File: src/rtl/bgh_pkg.sv
// ----------------------------------------------------------------------------
// bgh_pkg: shared types and constants of the battery gauge
// Field widths, register codes, sequencer steps, the charge curve and the
// per-segment reciprocal table used by the shared multiplier.
// ----------------------------------------------------------------------------
`default_nettype none

package bgh_pkg;

  // Field widths.
  localparam int MV_W       = 12;
  localparam int CODE_W     = 12;
  localparam int WEIGHT_W   = 9;
  localparam int SCALE_W    = 18;
  localparam int PCT_W      = 15;
  localparam int LVL_W      = 2;
  localparam int BMV_W      = 13;
  localparam int CFG_IDX_W  = 3;
  localparam int CFG_DATA_W = 18;

  // Internal widths.
  localparam int FILT_W = 20;
  localparam int BAT_W  = 22;
  localparam int DIFF_W = 17;
  localparam int NUM_W  = 20;
  localparam int QUO_W  = 12;
  localparam int OP_W   = 32;
  localparam int PROD_W = 64;
  localparam int ACC_W  = 30;

  // Charge curve.
  localparam int CURVE_POINTS = 12;
  localparam int SEG_W        = $clog2(CURVE_POINTS);
  localparam int CMV_W        = 13;
  localparam int CPCT_W       = 7;
  localparam int DV_W         = 9;

  localparam logic [CMV_W-1:0] CURVE_MV [CURVE_POINTS] = '{
    13'd3000, 13'd3300, 13'd3550, 13'd3650, 13'd3700, 13'd3750,
    13'd3790, 13'd3850, 13'd3920, 13'd4000, 13'd4100, 13'd4200};
  localparam logic [CPCT_W-1:0] CURVE_PCT [CURVE_POINTS] = '{
    7'd0, 7'd5, 7'd10, 7'd20, 7'd30, 7'd40,
    7'd50, 7'd60, 7'd70, 7'd80, 7'd90, 7'd100};

  // Millivolt span of the segment that ends at point k (entry 0 unused).
  localparam logic [DV_W-1:0] SEG_DV [CURVE_POINTS] = '{
    9'd1, 9'd300, 9'd250, 9'd100, 9'd50, 9'd50,
    9'd40, 9'd60, 9'd70, 9'd80, 9'd100, 9'd100};
  // floor(2^32 / span): the quotient estimate is low by at most one.
  localparam logic [OP_W-1:0] SEG_RCP [CURVE_POINTS] = '{
    32'd0, 32'd14316557, 32'd17179869, 32'd42949672, 32'd85899345,
    32'd85899345, 32'd107374182, 32'd71582788, 32'd61356675,
    32'd53687091, 32'd42949672, 32'd42949672};

  // Converter code to pin millivolts in Q8: code * 3300 * 256 / 4095.
  localparam logic [OP_W-1:0]   CODE_GAIN  = 32'd844800;
  localparam logic [OP_W-1:0]   CODE_ROUND = 32'd2047;
  localparam logic [OP_W-1:0]   CODE_DIV   = 32'd4095;
  // floor(2^43 / 4095), again low by at most one on the quotient.
  localparam logic [OP_W-1:0]   CODE_RCP   = 32'd2148008064;
  localparam int                CODE_SHIFT = 43;

  localparam logic [WEIGHT_W-1:0] WEIGHT_ONE = 9'd256;
  localparam logic [PCT_W-1:0]    PCT_FULL   = 15'd25600;
  localparam logic [BMV_W-1:0]    BMV_MAX    = 13'd8191;

  // Register defaults.
  localparam logic [WEIGHT_W-1:0] EMA_WEIGHT_RST    = 9'd56;
  localparam logic [SCALE_W-1:0]  VOLTAGE_SCALE_RST = 18'd97080;
  localparam logic [PCT_W-1:0]    LOW_ENTER_RST     = 15'd7680;
  localparam logic [PCT_W-1:0]    LOW_EXIT_RST      = 15'd8192;
  localparam logic [PCT_W-1:0]    CRIT_ENTER_RST    = 15'd3840;
  localparam logic [PCT_W-1:0]    CRIT_EXIT_RST     = 15'd4352;
  localparam logic [PCT_W-1:0]    SHUT_ENTER_RST    = 15'd1280;
  localparam logic [PCT_W-1:0]    SHUT_EXIT_RST     = 15'd1792;

  typedef enum logic [CFG_IDX_W-1:0] {
    REG_EMA_WEIGHT    = 3'd0,
    REG_VOLTAGE_SCALE = 3'd1,
    REG_LOW_ENTER     = 3'd2,
    REG_LOW_EXIT      = 3'd3,
    REG_CRIT_ENTER    = 3'd4,
    REG_CRIT_EXIT     = 3'd5,
    REG_SHUT_ENTER    = 3'd6,
    REG_SHUT_EXIT     = 3'd7
  } cfg_idx_t;

  typedef enum logic [LVL_W-1:0] {
    LVL_NORMAL   = 2'd0,
    LVL_LOW      = 2'd1,
    LVL_CRITICAL = 2'd2,
    LVL_SHUTDOWN = 2'd3
  } level_t;

  typedef struct packed {
    logic [WEIGHT_W-1:0] ema_weight;
    logic [SCALE_W-1:0]  voltage_scale;
    logic [PCT_W-1:0]    low_enter_pct;
    logic [PCT_W-1:0]    low_exit_pct;
    logic [PCT_W-1:0]    critical_enter_pct;
    logic [PCT_W-1:0]    critical_exit_pct;
    logic [PCT_W-1:0]    shutdown_enter_pct;
    logic [PCT_W-1:0]    shutdown_exit_pct;
  } cfg_t;

  // Sequencer steps.
  typedef enum logic [4:0] {
    ST_IDLE,
    ST_CODE_MUL,
    ST_CODE_ADD,
    ST_RECIP_MUL,
    ST_QEST,
    ST_CORR_MUL,
    ST_CORR,
    ST_FILT_SEL,
    ST_EMA_A,
    ST_EMA_B,
    ST_EMA_C,
    ST_SCALE,
    ST_BAT,
    ST_SEG,
    ST_NUM_MUL,
    ST_NUM_ADD,
    ST_DIV_MUL,
    ST_DIV_Q,
    ST_DIV_CHK,
    ST_DIV_FIX,
    ST_LEVEL
  } state_t;

  // Operand selection of the shared multiplier.
  typedef enum logic [3:0] {
    MUL_NONE,
    MUL_CODE,
    MUL_RECIP,
    MUL_CORR,
    MUL_EMA_OLD,
    MUL_EMA_NEW,
    MUL_SCALE,
    MUL_NUM,
    MUL_DIV,
    MUL_CHK
  } mul_op_t;

  typedef struct packed {
    mul_op_t mul_op;
    logic    ld_in;
    logic    ld_n;
    logic    ld_qest;
    logic    ld_qfix;
    logic    ld_first;
    logic    ld_acc;
    logic    ld_ema;
    logic    ld_bat;
    logic    ld_seg;
    logic    ld_num;
    logic    ld_quo;
    logic    ld_pct;
    logic    ld_out;
  } ctrl_t;

  typedef struct packed {
    logic use_code;
    logic first;
    logic in_range;
    logic out_busy;
  } stat_t;

endpackage

`default_nettype wire

File: src/rtl/bgh_in_if.sv
// ----------------------------------------------------------------------------
// bgh_in_if: reading channel
// One beat carries one averaged reading of the battery sense pin.
// ----------------------------------------------------------------------------
`default_nettype none

interface bgh_in_if;
  import bgh_pkg::*;

  logic              valid;
  logic              ready;
  logic [MV_W-1:0]   pin_millivolts;
  logic [CODE_W-1:0] adc_code;

  modport source (output valid, output pin_millivolts, output adc_code, input ready);
  modport sink   (input valid, input pin_millivolts, input adc_code, output ready);
endinterface

`default_nettype wire

File: src/rtl/bgh_out_if.sv
// ----------------------------------------------------------------------------
// bgh_out_if: result channel
// One beat carries level, percent and battery voltage of one reading.
// ----------------------------------------------------------------------------
`default_nettype none

interface bgh_out_if;
  import bgh_pkg::*;

  logic             valid;
  logic             ready;
  logic [LVL_W-1:0] charge_level;
  logic             level_changed;
  logic [PCT_W-1:0] charge_percent;
  logic [BMV_W-1:0] battery_millivolts;
  logic             inputs_locked;

  modport source (output valid, output charge_level, output level_changed,
                  output charge_percent, output battery_millivolts,
                  output inputs_locked, input ready);
  modport sink   (input valid, input charge_level, input level_changed,
                  input charge_percent, input battery_millivolts,
                  input inputs_locked, output ready);
endinterface

`default_nettype wire

File: src/rtl/bgh_ctrl.sv
// ----------------------------------------------------------------------------
// bgh_ctrl: step sequencer
// Walks one reading through the steps of the shared multiplier datapath and
// raises the load strobes of each step.
// ----------------------------------------------------------------------------
`default_nettype none

module bgh_ctrl (
  input  wire logic           clk,
  input  wire logic           rst,
  input  wire logic           in_valid,
  input  wire bgh_pkg::stat_t stat,
  output bgh_pkg::ctrl_t      ctrl,
  output logic                in_ready
);
  import bgh_pkg::*;

  state_t state;
  state_t state_next;

  // State register.
  always_ff @(posedge clk) begin
    if (rst) begin
      state <= ST_IDLE;
    end else begin
      state <= state_next;
    end
  end

  // Next state.
  always_comb begin
    state_next = state;
    case (state)
      ST_IDLE: begin
        if (in_valid) begin
          state_next = stat.use_code ? ST_CODE_MUL : ST_FILT_SEL;
        end
      end
      ST_CODE_MUL:  state_next = ST_CODE_ADD;
      ST_CODE_ADD:  state_next = ST_RECIP_MUL;
      ST_RECIP_MUL: state_next = ST_QEST;
      ST_QEST:      state_next = ST_CORR_MUL;
      ST_CORR_MUL:  state_next = ST_CORR;
      ST_CORR:      state_next = ST_FILT_SEL;
      ST_FILT_SEL:  state_next = stat.first ? ST_SCALE : ST_EMA_A;
      ST_EMA_A:     state_next = ST_EMA_B;
      ST_EMA_B:     state_next = ST_EMA_C;
      ST_EMA_C:     state_next = ST_SCALE;
      ST_SCALE:     state_next = ST_BAT;
      ST_BAT:       state_next = ST_SEG;
      ST_SEG:       state_next = stat.in_range ? ST_NUM_MUL : ST_LEVEL;
      ST_NUM_MUL:   state_next = ST_NUM_ADD;
      ST_NUM_ADD:   state_next = ST_DIV_MUL;
      ST_DIV_MUL:   state_next = ST_DIV_Q;
      ST_DIV_Q:     state_next = ST_DIV_CHK;
      ST_DIV_CHK:   state_next = ST_DIV_FIX;
      ST_DIV_FIX:   state_next = ST_LEVEL;
      ST_LEVEL: begin
        if (!stat.out_busy) begin
          state_next = ST_IDLE;
        end
      end
      default:      state_next = ST_IDLE;
    endcase
  end

  // Step outputs.
  always_comb begin
    ctrl     = '0;
    in_ready = 1'b0;
    case (state)
      ST_IDLE: begin
        in_ready   = 1'b1;
        ctrl.ld_in = in_valid;
      end
      ST_CODE_MUL:  ctrl.mul_op = MUL_CODE;
      ST_CODE_ADD:  ctrl.ld_n = 1'b1;
      ST_RECIP_MUL: ctrl.mul_op = MUL_RECIP;
      ST_QEST:      ctrl.ld_qest = 1'b1;
      ST_CORR_MUL:  ctrl.mul_op = MUL_CORR;
      ST_CORR:      ctrl.ld_qfix = 1'b1;
      ST_FILT_SEL: begin
        ctrl.ld_first = stat.first;
      end
      ST_EMA_A:     ctrl.mul_op = MUL_EMA_OLD;
      ST_EMA_B: begin
        ctrl.mul_op = MUL_EMA_NEW;
        ctrl.ld_acc = 1'b1;
      end
      ST_EMA_C:     ctrl.ld_ema = 1'b1;
      ST_SCALE:     ctrl.mul_op = MUL_SCALE;
      ST_BAT:       ctrl.ld_bat = 1'b1;
      ST_SEG:       ctrl.ld_seg = 1'b1;
      ST_NUM_MUL:   ctrl.mul_op = MUL_NUM;
      ST_NUM_ADD:   ctrl.ld_num = 1'b1;
      ST_DIV_MUL:   ctrl.mul_op = MUL_DIV;
      ST_DIV_Q:     ctrl.ld_quo = 1'b1;
      ST_DIV_CHK:   ctrl.mul_op = MUL_CHK;
      ST_DIV_FIX:   ctrl.ld_pct = 1'b1;
      ST_LEVEL:     ctrl.ld_out = !stat.out_busy;
      default:      ctrl = '0;
    endcase
  end

endmodule

`default_nettype wire

File: src/rtl/bgh_dp.sv
// ----------------------------------------------------------------------------
// bgh_dp: gauge datapath
// Shared 32x32 multiplier with its operand select, the working registers of
// one reading, the level hysteresis and the result register.
// ----------------------------------------------------------------------------
`default_nettype none

module bgh_dp (
  input  wire logic                         clk,
  input  wire logic                         rst,
  input  wire bgh_pkg::cfg_t                cfg,
  input  wire bgh_pkg::ctrl_t               ctrl,
  output bgh_pkg::stat_t                    stat,
  input  wire logic [bgh_pkg::MV_W-1:0]     pin_millivolts,
  input  wire logic [bgh_pkg::CODE_W-1:0]   adc_code,
  output logic                              out_valid,
  input  wire logic                         out_ready,
  output logic [bgh_pkg::LVL_W-1:0]         charge_level,
  output logic                              level_changed,
  output logic [bgh_pkg::PCT_W-1:0]         charge_percent,
  output logic [bgh_pkg::BMV_W-1:0]         battery_millivolts,
  output logic                              inputs_locked
);
  import bgh_pkg::*;

  // Working registers.
  logic [CODE_W-1:0] code;
  logic [OP_W-1:0]   n;
  logic [FILT_W-1:0] qest;
  logic [FILT_W-1:0] sample;
  logic [FILT_W-1:0] filt;
  logic              reading_valid;
  logic [ACC_W-1:0]  acc;
  logic [BAT_W-1:0]  bat;
  logic [SEG_W-1:0]  seg;
  logic [DIFF_W-1:0] diff;
  logic [NUM_W-1:0]  num;
  logic [QUO_W-1:0]  quo;
  logic [PCT_W-1:0]  pct;
  level_t            level_now;
  logic [PROD_W-1:0] prod;

  logic [OP_W-1:0]     op_a;
  logic [OP_W-1:0]     op_b;
  logic [WEIGHT_W-1:0] weight;
  logic [WEIGHT_W-1:0] weight_inv;

  // Weights above one act as one.
  assign weight     = (cfg.ema_weight > WEIGHT_ONE) ? WEIGHT_ONE : cfg.ema_weight;
  assign weight_inv = WEIGHT_ONE - weight;

  // Operand select of the shared multiplier.
  always_comb begin
    op_a = '0;
    op_b = '0;
    case (ctrl.mul_op)
      MUL_CODE: begin
        op_a = OP_W'(code);
        op_b = CODE_GAIN;
      end
      MUL_RECIP: begin
        op_a = n;
        op_b = CODE_RCP;
      end
      MUL_CORR: begin
        op_a = OP_W'(qest);
        op_b = CODE_DIV;
      end
      MUL_EMA_OLD: begin
        op_a = OP_W'(filt);
        op_b = OP_W'(weight_inv);
      end
      MUL_EMA_NEW: begin
        op_a = OP_W'(sample);
        op_b = OP_W'(weight);
      end
      MUL_SCALE: begin
        op_a = OP_W'(filt);
        op_b = OP_W'(cfg.voltage_scale);
      end
      MUL_NUM: begin
        op_a = OP_W'(diff);
        op_b = OP_W'(CURVE_PCT[seg] - CURVE_PCT[seg - SEG_W'(1)]);
      end
      MUL_DIV: begin
        op_a = OP_W'(num);
        op_b = SEG_RCP[seg];
      end
      MUL_CHK: begin
        op_a = OP_W'(quo);
        op_b = OP_W'(SEG_DV[seg]);
      end
      default: begin
        op_a = '0;
        op_b = '0;
      end
    endcase
  end

  // Product register.
  always_ff @(posedge clk) begin
    prod <= op_a * op_b;
  end

  // Fallback remainder check of the code-to-millivolt division.
  logic [OP_W-1:0] code_rem;
  assign code_rem = n - prod[OP_W-1:0];

  // Moving average sum and battery voltage rounding.
  logic [ACC_W-1:0] ema_sum;
  logic [39:0]      bat_sum;
  assign ema_sum = acc + prod[ACC_W-1:0];
  assign bat_sum = prod[39:0] + 40'd32768;

  // Curve segment search over the constant points.
  logic [BAT_W-1:0] curve_first;
  logic [BAT_W-1:0] curve_last;
  logic [SEG_W-1:0] seg_hit;
  assign curve_first = BAT_W'(CURVE_MV[0]) << 8;
  assign curve_last  = BAT_W'(CURVE_MV[CURVE_POINTS-1]) << 8;

  always_comb begin
    seg_hit = SEG_W'(CURVE_POINTS - 1);
    for (int i = CURVE_POINTS - 1; i >= 1; i--) begin
      if (bat <= (BAT_W'(CURVE_MV[i]) << 8)) begin
        seg_hit = SEG_W'(i);
      end
    end
  end

  logic [BAT_W-1:0] seg_lo;
  assign seg_lo = BAT_W'(CURVE_MV[seg_hit - SEG_W'(1)]) << 8;

  // Quotient fix-up of the segment division and the percent sum.
  logic [NUM_W-1:0] div_rem;
  logic [QUO_W-1:0] quo_fix;
  logic [PCT_W-1:0] pct_sum;
  assign div_rem = num - prod[NUM_W-1:0];
  assign quo_fix = (div_rem >= NUM_W'(SEG_DV[seg])) ? quo + QUO_W'(1) : quo;
  assign pct_sum = (PCT_W'(CURVE_PCT[seg - SEG_W'(1)]) << 8) + PCT_W'(quo_fix);

  // Level hysteresis.
  level_t level_new;
  always_comb begin
    level_new = level_now;
    case (level_now)
      LVL_NORMAL: begin
        if (pct < cfg.shutdown_enter_pct)      level_new = LVL_SHUTDOWN;
        else if (pct < cfg.critical_enter_pct) level_new = LVL_CRITICAL;
        else if (pct < cfg.low_enter_pct)      level_new = LVL_LOW;
        else                                   level_new = LVL_NORMAL;
      end
      LVL_LOW: begin
        if (pct < cfg.shutdown_enter_pct)      level_new = LVL_SHUTDOWN;
        else if (pct < cfg.critical_enter_pct) level_new = LVL_CRITICAL;
        else if (pct >= cfg.low_exit_pct)      level_new = LVL_NORMAL;
        else                                   level_new = LVL_LOW;
      end
      LVL_CRITICAL: begin
        if (pct < cfg.shutdown_enter_pct)      level_new = LVL_SHUTDOWN;
        else if (pct >= cfg.low_exit_pct)      level_new = LVL_NORMAL;
        else if (pct >= cfg.critical_exit_pct) level_new = LVL_LOW;
        else                                   level_new = LVL_CRITICAL;
      end
      default: begin
        if (pct >= cfg.low_exit_pct)           level_new = LVL_NORMAL;
        else if (pct >= cfg.critical_exit_pct) level_new = LVL_LOW;
        else if (pct >= cfg.shutdown_exit_pct) level_new = LVL_CRITICAL;
        else                                   level_new = LVL_SHUTDOWN;
      end
    endcase
  end

  // Whole millivolts, rounded and saturated.
  logic [BAT_W:0]   bmv_sum;
  logic [BAT_W-8:0] bmv_full;
  logic [BMV_W-1:0] bmv;
  assign bmv_sum  = {1'b0, bat} + (BAT_W+1)'(128);
  assign bmv_full = bmv_sum[BAT_W:8];
  assign bmv      = (bmv_full > (BAT_W-7)'(BMV_MAX)) ? BMV_MAX : bmv_full[BMV_W-1:0];

  // Status to the sequencer.
  assign stat.use_code = (pin_millivolts == '0) && (adc_code != '0);
  assign stat.first    = !reading_valid;
  assign stat.in_range = (bat > curve_first) && (bat < curve_last);
  assign stat.out_busy = out_valid && !out_ready;

  // Payload registers of one reading.
  always_ff @(posedge clk) begin
    if (ctrl.ld_in) begin
      code   <= adc_code;
      sample <= FILT_W'(pin_millivolts) << 8;
    end
    if (ctrl.ld_n) begin
      n <= prod[OP_W-1:0] + CODE_ROUND;
    end
    if (ctrl.ld_qest) begin
      qest <= prod[CODE_SHIFT+FILT_W-1:CODE_SHIFT];
    end
    if (ctrl.ld_qfix) begin
      sample <= (code_rem >= CODE_DIV) ? qest + FILT_W'(1) : qest;
    end
    if (ctrl.ld_acc) begin
      acc <= prod[ACC_W-1:0] + ACC_W'(128);
    end
    if (ctrl.ld_bat) begin
      bat <= bat_sum[16+BAT_W-1:16];
    end
    if (ctrl.ld_seg) begin
      seg  <= seg_hit;
      diff <= DIFF_W'(bat - seg_lo);
      if (bat <= curve_first) begin
        pct <= PCT_W'(CURVE_PCT[0]) << 8;
      end else if (bat >= curve_last) begin
        pct <= PCT_W'(CURVE_PCT[CURVE_POINTS-1]) << 8;
      end
    end
    if (ctrl.ld_num) begin
      num <= prod[NUM_W-1:0] + NUM_W'(SEG_DV[seg] >> 1);
    end
    if (ctrl.ld_quo) begin
      quo <= prod[32+QUO_W-1:32];
    end
    if (ctrl.ld_pct) begin
      pct <= (pct_sum > PCT_FULL) ? PCT_FULL : pct_sum;
    end
  end

  // Filter state; the first reading loads it directly.
  always_ff @(posedge clk) begin
    if (rst) begin
      filt          <= '0;
      reading_valid <= 1'b0;
    end else if (ctrl.ld_first) begin
      filt          <= sample;
      reading_valid <= 1'b1;
    end else if (ctrl.ld_ema) begin
      filt <= ema_sum[FILT_W+7:8];
    end
  end

  // Level state and result register.
  always_ff @(posedge clk) begin
    if (rst) begin
      level_now <= LVL_NORMAL;
      out_valid <= 1'b0;
    end else if (ctrl.ld_out) begin
      level_now <= level_new;
      out_valid <= 1'b1;
    end else if (out_ready) begin
      out_valid <= 1'b0;
    end
  end

  always_ff @(posedge clk) begin
    if (ctrl.ld_out) begin
      charge_level       <= level_new;
      level_changed      <= (level_new != level_now);
      charge_percent     <= pct;
      battery_millivolts <= bmv;
      inputs_locked      <= reading_valid && (level_new == LVL_SHUTDOWN);
    end
  end

endmodule

`default_nettype wire

File: src/rtl/battery_gauge_hysteresis.sv
// ----------------------------------------------------------------------------
// battery_gauge_hysteresis: battery charge gauge with alarm hysteresis
// An accepted beat passes the filter, scale, segment and level steps, plus the
// moving average, the division inside the curve and the converter-code fallback.
// A reading holds the one shared 32x32 multiplier; no new beat is taken until its
// result enters the output register, which waits while the previous result waits.
// Reset loads the register defaults, empties the filter and sets level normal.
// ----------------------------------------------------------------------------
`default_nettype none

module battery_gauge_hysteresis (
  input  wire logic                            clk,
  input  wire logic                            rst,
  bgh_in_if.sink                               sample_in,
  bgh_out_if.source                            result_out,
  input  wire logic                            cfg_we,
  input  wire logic [bgh_pkg::CFG_IDX_W-1:0]   cfg_index,
  input  wire logic [bgh_pkg::CFG_DATA_W-1:0]  cfg_data
);
  import bgh_pkg::*;

  cfg_t  cfg;
  ctrl_t ctrl;
  stat_t stat;

  // Configuration registers.
  always_ff @(posedge clk) begin
    if (rst) begin
      cfg.ema_weight         <= EMA_WEIGHT_RST;
      cfg.voltage_scale      <= VOLTAGE_SCALE_RST;
      cfg.low_enter_pct      <= LOW_ENTER_RST;
      cfg.low_exit_pct       <= LOW_EXIT_RST;
      cfg.critical_enter_pct <= CRIT_ENTER_RST;
      cfg.critical_exit_pct  <= CRIT_EXIT_RST;
      cfg.shutdown_enter_pct <= SHUT_ENTER_RST;
      cfg.shutdown_exit_pct  <= SHUT_EXIT_RST;
    end else if (cfg_we) begin
      case (cfg_idx_t'(cfg_index))
        REG_EMA_WEIGHT:    cfg.ema_weight         <= cfg_data[WEIGHT_W-1:0];
        REG_VOLTAGE_SCALE: cfg.voltage_scale      <= cfg_data[SCALE_W-1:0];
        REG_LOW_ENTER:     cfg.low_enter_pct      <= cfg_data[PCT_W-1:0];
        REG_LOW_EXIT:      cfg.low_exit_pct       <= cfg_data[PCT_W-1:0];
        REG_CRIT_ENTER:    cfg.critical_enter_pct <= cfg_data[PCT_W-1:0];
        REG_CRIT_EXIT:     cfg.critical_exit_pct  <= cfg_data[PCT_W-1:0];
        REG_SHUT_ENTER:    cfg.shutdown_enter_pct <= cfg_data[PCT_W-1:0];
        REG_SHUT_EXIT:     cfg.shutdown_exit_pct  <= cfg_data[PCT_W-1:0];
        default:           cfg.ema_weight         <= cfg.ema_weight;
      endcase
    end
  end

  // Step sequencer.
  bgh_ctrl u_ctrl (
    .clk      (clk),
    .rst      (rst),
    .in_valid (sample_in.valid),
    .stat     (stat),
    .ctrl     (ctrl),
    .in_ready (sample_in.ready)
  );

  // Datapath with the shared multiplier.
  bgh_dp u_dp (
    .clk                (clk),
    .rst                (rst),
    .cfg                (cfg),
    .ctrl               (ctrl),
    .stat               (stat),
    .pin_millivolts     (sample_in.pin_millivolts),
    .adc_code           (sample_in.adc_code),
    .out_valid          (result_out.valid),
    .out_ready          (result_out.ready),
    .charge_level       (result_out.charge_level),
    .level_changed      (result_out.level_changed),
    .charge_percent     (result_out.charge_percent),
    .battery_millivolts (result_out.battery_millivolts),
    .inputs_locked      (result_out.inputs_locked)
  );

endmodule

`default_nettype wire
File: src/flat_wrapper.sv
// flat-port wrapper written by rule: the top's interface ports become plain ports
module battery_gauge_hysteresis_flat import bgh_pkg::*;
  (clk, rst, cfg_we, cfg_index, cfg_data, sample_in_valid, sample_in_pin_millivolts, sample_in_adc_code, sample_in_ready, result_out_valid, result_out_charge_level, result_out_level_changed, result_out_charge_percent, result_out_battery_millivolts, result_out_inputs_locked, result_out_ready);
  bgh_in_if sample_in_i ();
  bgh_out_if result_out_i ();
  input  wire logic clk;
  input  wire logic rst;
  input  wire logic cfg_we;
  input  wire logic [bgh_pkg::CFG_IDX_W-1:0] cfg_index;
  input  wire logic [bgh_pkg::CFG_DATA_W-1:0] cfg_data;
  input wire logic [$bits(sample_in_i.valid)-1:0] sample_in_valid;
  input wire logic [$bits(sample_in_i.pin_millivolts)-1:0] sample_in_pin_millivolts;
  input wire logic [$bits(sample_in_i.adc_code)-1:0] sample_in_adc_code;
  output wire logic [$bits(sample_in_i.ready)-1:0] sample_in_ready;
  output wire logic [$bits(result_out_i.valid)-1:0] result_out_valid;
  output wire logic [$bits(result_out_i.charge_level)-1:0] result_out_charge_level;
  output wire logic [$bits(result_out_i.level_changed)-1:0] result_out_level_changed;
  output wire logic [$bits(result_out_i.charge_percent)-1:0] result_out_charge_percent;
  output wire logic [$bits(result_out_i.battery_millivolts)-1:0] result_out_battery_millivolts;
  output wire logic [$bits(result_out_i.inputs_locked)-1:0] result_out_inputs_locked;
  input wire logic [$bits(result_out_i.ready)-1:0] result_out_ready;
  assign sample_in_i.valid = sample_in_valid;
  assign sample_in_i.pin_millivolts = sample_in_pin_millivolts;
  assign sample_in_i.adc_code = sample_in_adc_code;
  assign sample_in_ready = sample_in_i.ready;
  assign result_out_valid = result_out_i.valid;
  assign result_out_charge_level = result_out_i.charge_level;
  assign result_out_level_changed = result_out_i.level_changed;
  assign result_out_charge_percent = result_out_i.charge_percent;
  assign result_out_battery_millivolts = result_out_i.battery_millivolts;
  assign result_out_inputs_locked = result_out_i.inputs_locked;
  assign result_out_i.ready = result_out_ready;
  battery_gauge_hysteresis u_core (.clk(clk), .rst(rst), .sample_in(sample_in_i), .result_out(result_out_i), .cfg_we(cfg_we), .cfg_index(cfg_index), .cfg_data(cfg_data));
endmodule
File: config.mk
export PLATFORM = sky130hd
export DESIGN_NAME = battery_gauge_hysteresis_flat
export DESIGN_NICKNAME = d
export VERILOG_FILES = /design/src/rtl/bgh_pkg.sv /design/src/rtl/bgh_in_if.sv /design/src/rtl/bgh_out_if.sv /design/src/rtl/bgh_ctrl.sv /design/src/rtl/bgh_dp.sv /design/src/rtl/battery_gauge_hysteresis.sv /design/src/flat_wrapper.sv
export SDC_FILE = /design/constraint.sdc
export NUM_CORES = 2
export LEC_CHECK = 0
export BUFFER_PORTS_ARGS = -buffer_cell sky130_fd_sc_hd__buf_2
export CORE_MARGIN = 8
export CORE_UTILIZATION = 30
export CTS_BUF_LIST = sky130_fd_sc_hd__clkbuf_8
export DETAILED_ROUTE_END_ITERATION = 6
export SLEW_MARGIN = 20
export SYNTH_ARGS = -nofsm -noshare
export SYNTH_HDL_FRONTEND = slang
export SYNTH_SLANG_ARGS = --single-unit
File: constraint.sdc
create_clock -name clk -period 11.4 [get_ports clk]
set_clock_uncertainty 0.2 [all_clocks]
set_input_delay 1.14 -clock clk [delete_from_list [all_inputs] [get_ports clk]]
set_output_delay 1.14 -clock clk [all_outputs]
set_load 0.005 [all_outputs]
==> results_dict.tcl <==
set metrics [dict create \
    grt_pass1_wl_mm 284 \
    setup_ws_ns 0.407 \
    first_global_vias 46659 \
    drc 4 \
    cts_sinks 443 \
    drv_slew 0 \
    cp_data_arrival_time_ns 11.39 \
    crit_buf_inv 11 \
    cts_tree "yes" \
    crit_path_frequent_cell "fa_1" \
    slowest_stage "fa_1" \
    setup_tns_ns 0 \
    synth_area_leaders "fa_1 (32%), edfxtp_1 (12%), ha_1 (11%), inv_1 (7.9%), dfxtp_1 (7.4%)" \
    io_buffers 83 \
    timing.slew.headroom_pct 20.6 \
    insertion_delay_ns 0.72 \
    synth.most_common_cell "inv_1" \
    synth_seq_area_share_pct 19.7 \
    hp-class "reg2reg" \
    netlist_area_um2 56900 \
    num_rows 160 \
    start_util_pct 30.1 \
    first_pass_iters 7 \
    drive_above_1_share_pct 8.37 \
    startpoint_type "register" \
    required_ns 11.79 \
    crit_type "reg2reg" \
    ys.flop_type "edfxtp_1" \
    core_um2 189000 \
    via_per_inst 4.84 \
    slowest_delay_ns 0.60 \
    cp_max_fo 8 \
    synthArstFlopShare_pct 0 \
    die_x_um 451 \
    final_util_pct 34.3 \
    clockBufferDepth 3 \
    area_delta_synth_final_pct 14.0 \
    final.min_clock_period_ns 10.99 \
    path_clk_slew_ns 0.06 \
    synth_top_area_share_pct 31.6 \
    max_freq_ghz 0.0910 \
    nets 8152 \
    num_vias 45077 \
    wl_per_cell_um 20.0 \
    cts_max_level 3 \
    yosysTopAreaCell "fa_1" \
    tightest_slew_ns 1.19 \
    synth_edf_count 234 \
    place_congestion 0.964 \
    grt_use_total_pct 18.0 \
    dp_hpwl_mm 156 \
    synthTopCellsByCount "inv_1 (1200), fa_1 (897), nand2_1 (707)" \
    ys_types 93 \
    violations "DRC" \
    boundaryPins 84 \
    syn_avg_cell_area_um2 9.15 \
    crit_family "adder cells" \
    grt_max_degree 81 \
    ys_warn_count 0 \
    synth_cells 6215 \
    period_share_pct 96.4 \
    routed_wl_mm 186 \
    die_y_um 451 \
    rrSetupSlack_ns 0.41 \
    setup_viol 0 \
    ys_ff_latch 443 \
    finalHoldViolCount 0 \
    numCtsBuffers 77 \
    grt-ovfl-total 0 \
    end_kind "register" \
    cap_viol_max_count 0 \
    fillers 19466 \
    preCtsSetupSlack_ns 0.0488 \
    cts_root_buffer "clkbuf_8" \
    drt_iter0_markers 3459 \
    run_status "finished, violations left" \
    antenna_found_initial 11 \
    final_antenna_net_count 0 \
    die_area_um2 204000 \
]
-- worst reg2reg max path, delay by kind of cell (launching register included) --
kind / cells / cell delay [ns]
xor+xnor: 1 / 0.14
fa+ha+maj: 11 / 4.92
simple gates: 8 / 1.29
buf+inv: 11 / 1.24
flops: 1 / 0.39
compound gates: 14 / 2.75
-- per-stage QoR --
step	area, um^2	hold slack, ns	std cells
2_1_floorplan	58200	0.186	6573
3_3_place_gp	62900	0.189	9146
3_5_place_dp	62900	0.189	9146
4_1_cts	64400	0.203	9287
5_1_grt	64800	0.207	9304
6_report	64800	0.203	9305
-- repair_timing --
item | 4_1_cts | 5_1_grt
hold buffers | 0 | 0
gates resized for setup | 0 | 59
setup endpoints to repair | 0 | 32
setup buffers | 0 | 8
-- metal layers --
metal	share of wire (%)	GRT usage, %	up-vias
li1	-	-	20530
met1	41	23.2	22538
met2	46	29.5	1623
met3	6.3	2.53	384
met4	6.1	9.41	2
met5	0.0064	0	-
-- layout by cell type, fill, tap and decap left out, drive strengths merged, types with 49 or more instances in the layout --
master     n
a21oi    318
a21o      76
clkbuf    90
o21ai    187
nor3      60
nor2     531
conb     360
fa       897
nand2    707
buf      305
xor2      79
dfxtp    209
inv     1216
ha       481
and2      49
edfxtp   234
xnor2    185
nand3     82
-- layout make-up --
class	instances	area [um^2]	area share, %
Timing Repair Buffer	307	2320	3.58
Tap cell	2511	3140	4.85
Clock inverter	53	368	0.568
Sequential cell	443	11200	17.3
Antenna cell	8	20.0	0.0309
Multi-Input combinational cell	4693	42000	64.8
Clock buffer	88	1210	1.87
Inverter	1202	4510	6.96
-- registers in the layout, summed over array words and instances (netlist names), 2 cells and up --
signal                          cells
u_core.u_dp.seg                     4
u_core.u_dp.num                    20
u_core.u_dp.level_now               2
u_core.u_dp.acc                    28
u_core.u_dp.qest                   20
u_core.u_dp.code                   12
u_core.u_dp.sample                 20
u_core.u_dp.battery_millivolts     13
u_core.u_dp.pct                    15
u_core.u_dp.n                      32
u_core.u_dp.quo                    12
u_core.u_dp.charge_percent         15
u_core.u_dp.diff                   17
u_core.u_dp.charge_level            2
u_core.u_ctrl.state                 5
u_core.cfg                        117
u_core.u_dp.prod                   63
u_core.u_dp.filt                   20
u_core.u_dp.bat                    22
-- kinds of logic (layout without fill, tap and decap cells) --
kind of cell | Yosys count | after routing | synth area share [%]
simple gates | 1727 | 1727 | 13.5
buf+inv | 1437 | 1650 | 9.52
fa+ha+maj | 1378 | 1378 | 42.2
compound gates | 936 | 936 | 10.5
flops | 443 | 443 | 19.7
xor+xnor | 264 | 264 | 4.07
mux | 28 | 28 | 0.510
other cells | 2 | 368 | 0.0132
-- path summary, 6_finish.rpt --
path                                            from                    to  cells past startpoint
worst max-delay path              u_core.u_dp.seg[0]  u_core.u_dp.prod[45]                     45
worst min-delay path            u_core.u_dp.prod[45]   u_core.u_dp.qest[2]                      0
worst max register to register    u_core.u_dp.seg[0]  u_core.u_dp.prod[45]                     45
worst min register to register  u_core.u_dp.prod[45]   u_core.u_dp.qest[2]                      0
Power is left out: the tool's default activity adds up to more than one toggle a clock period on the data nets, which glitch-free logic cannot reach.
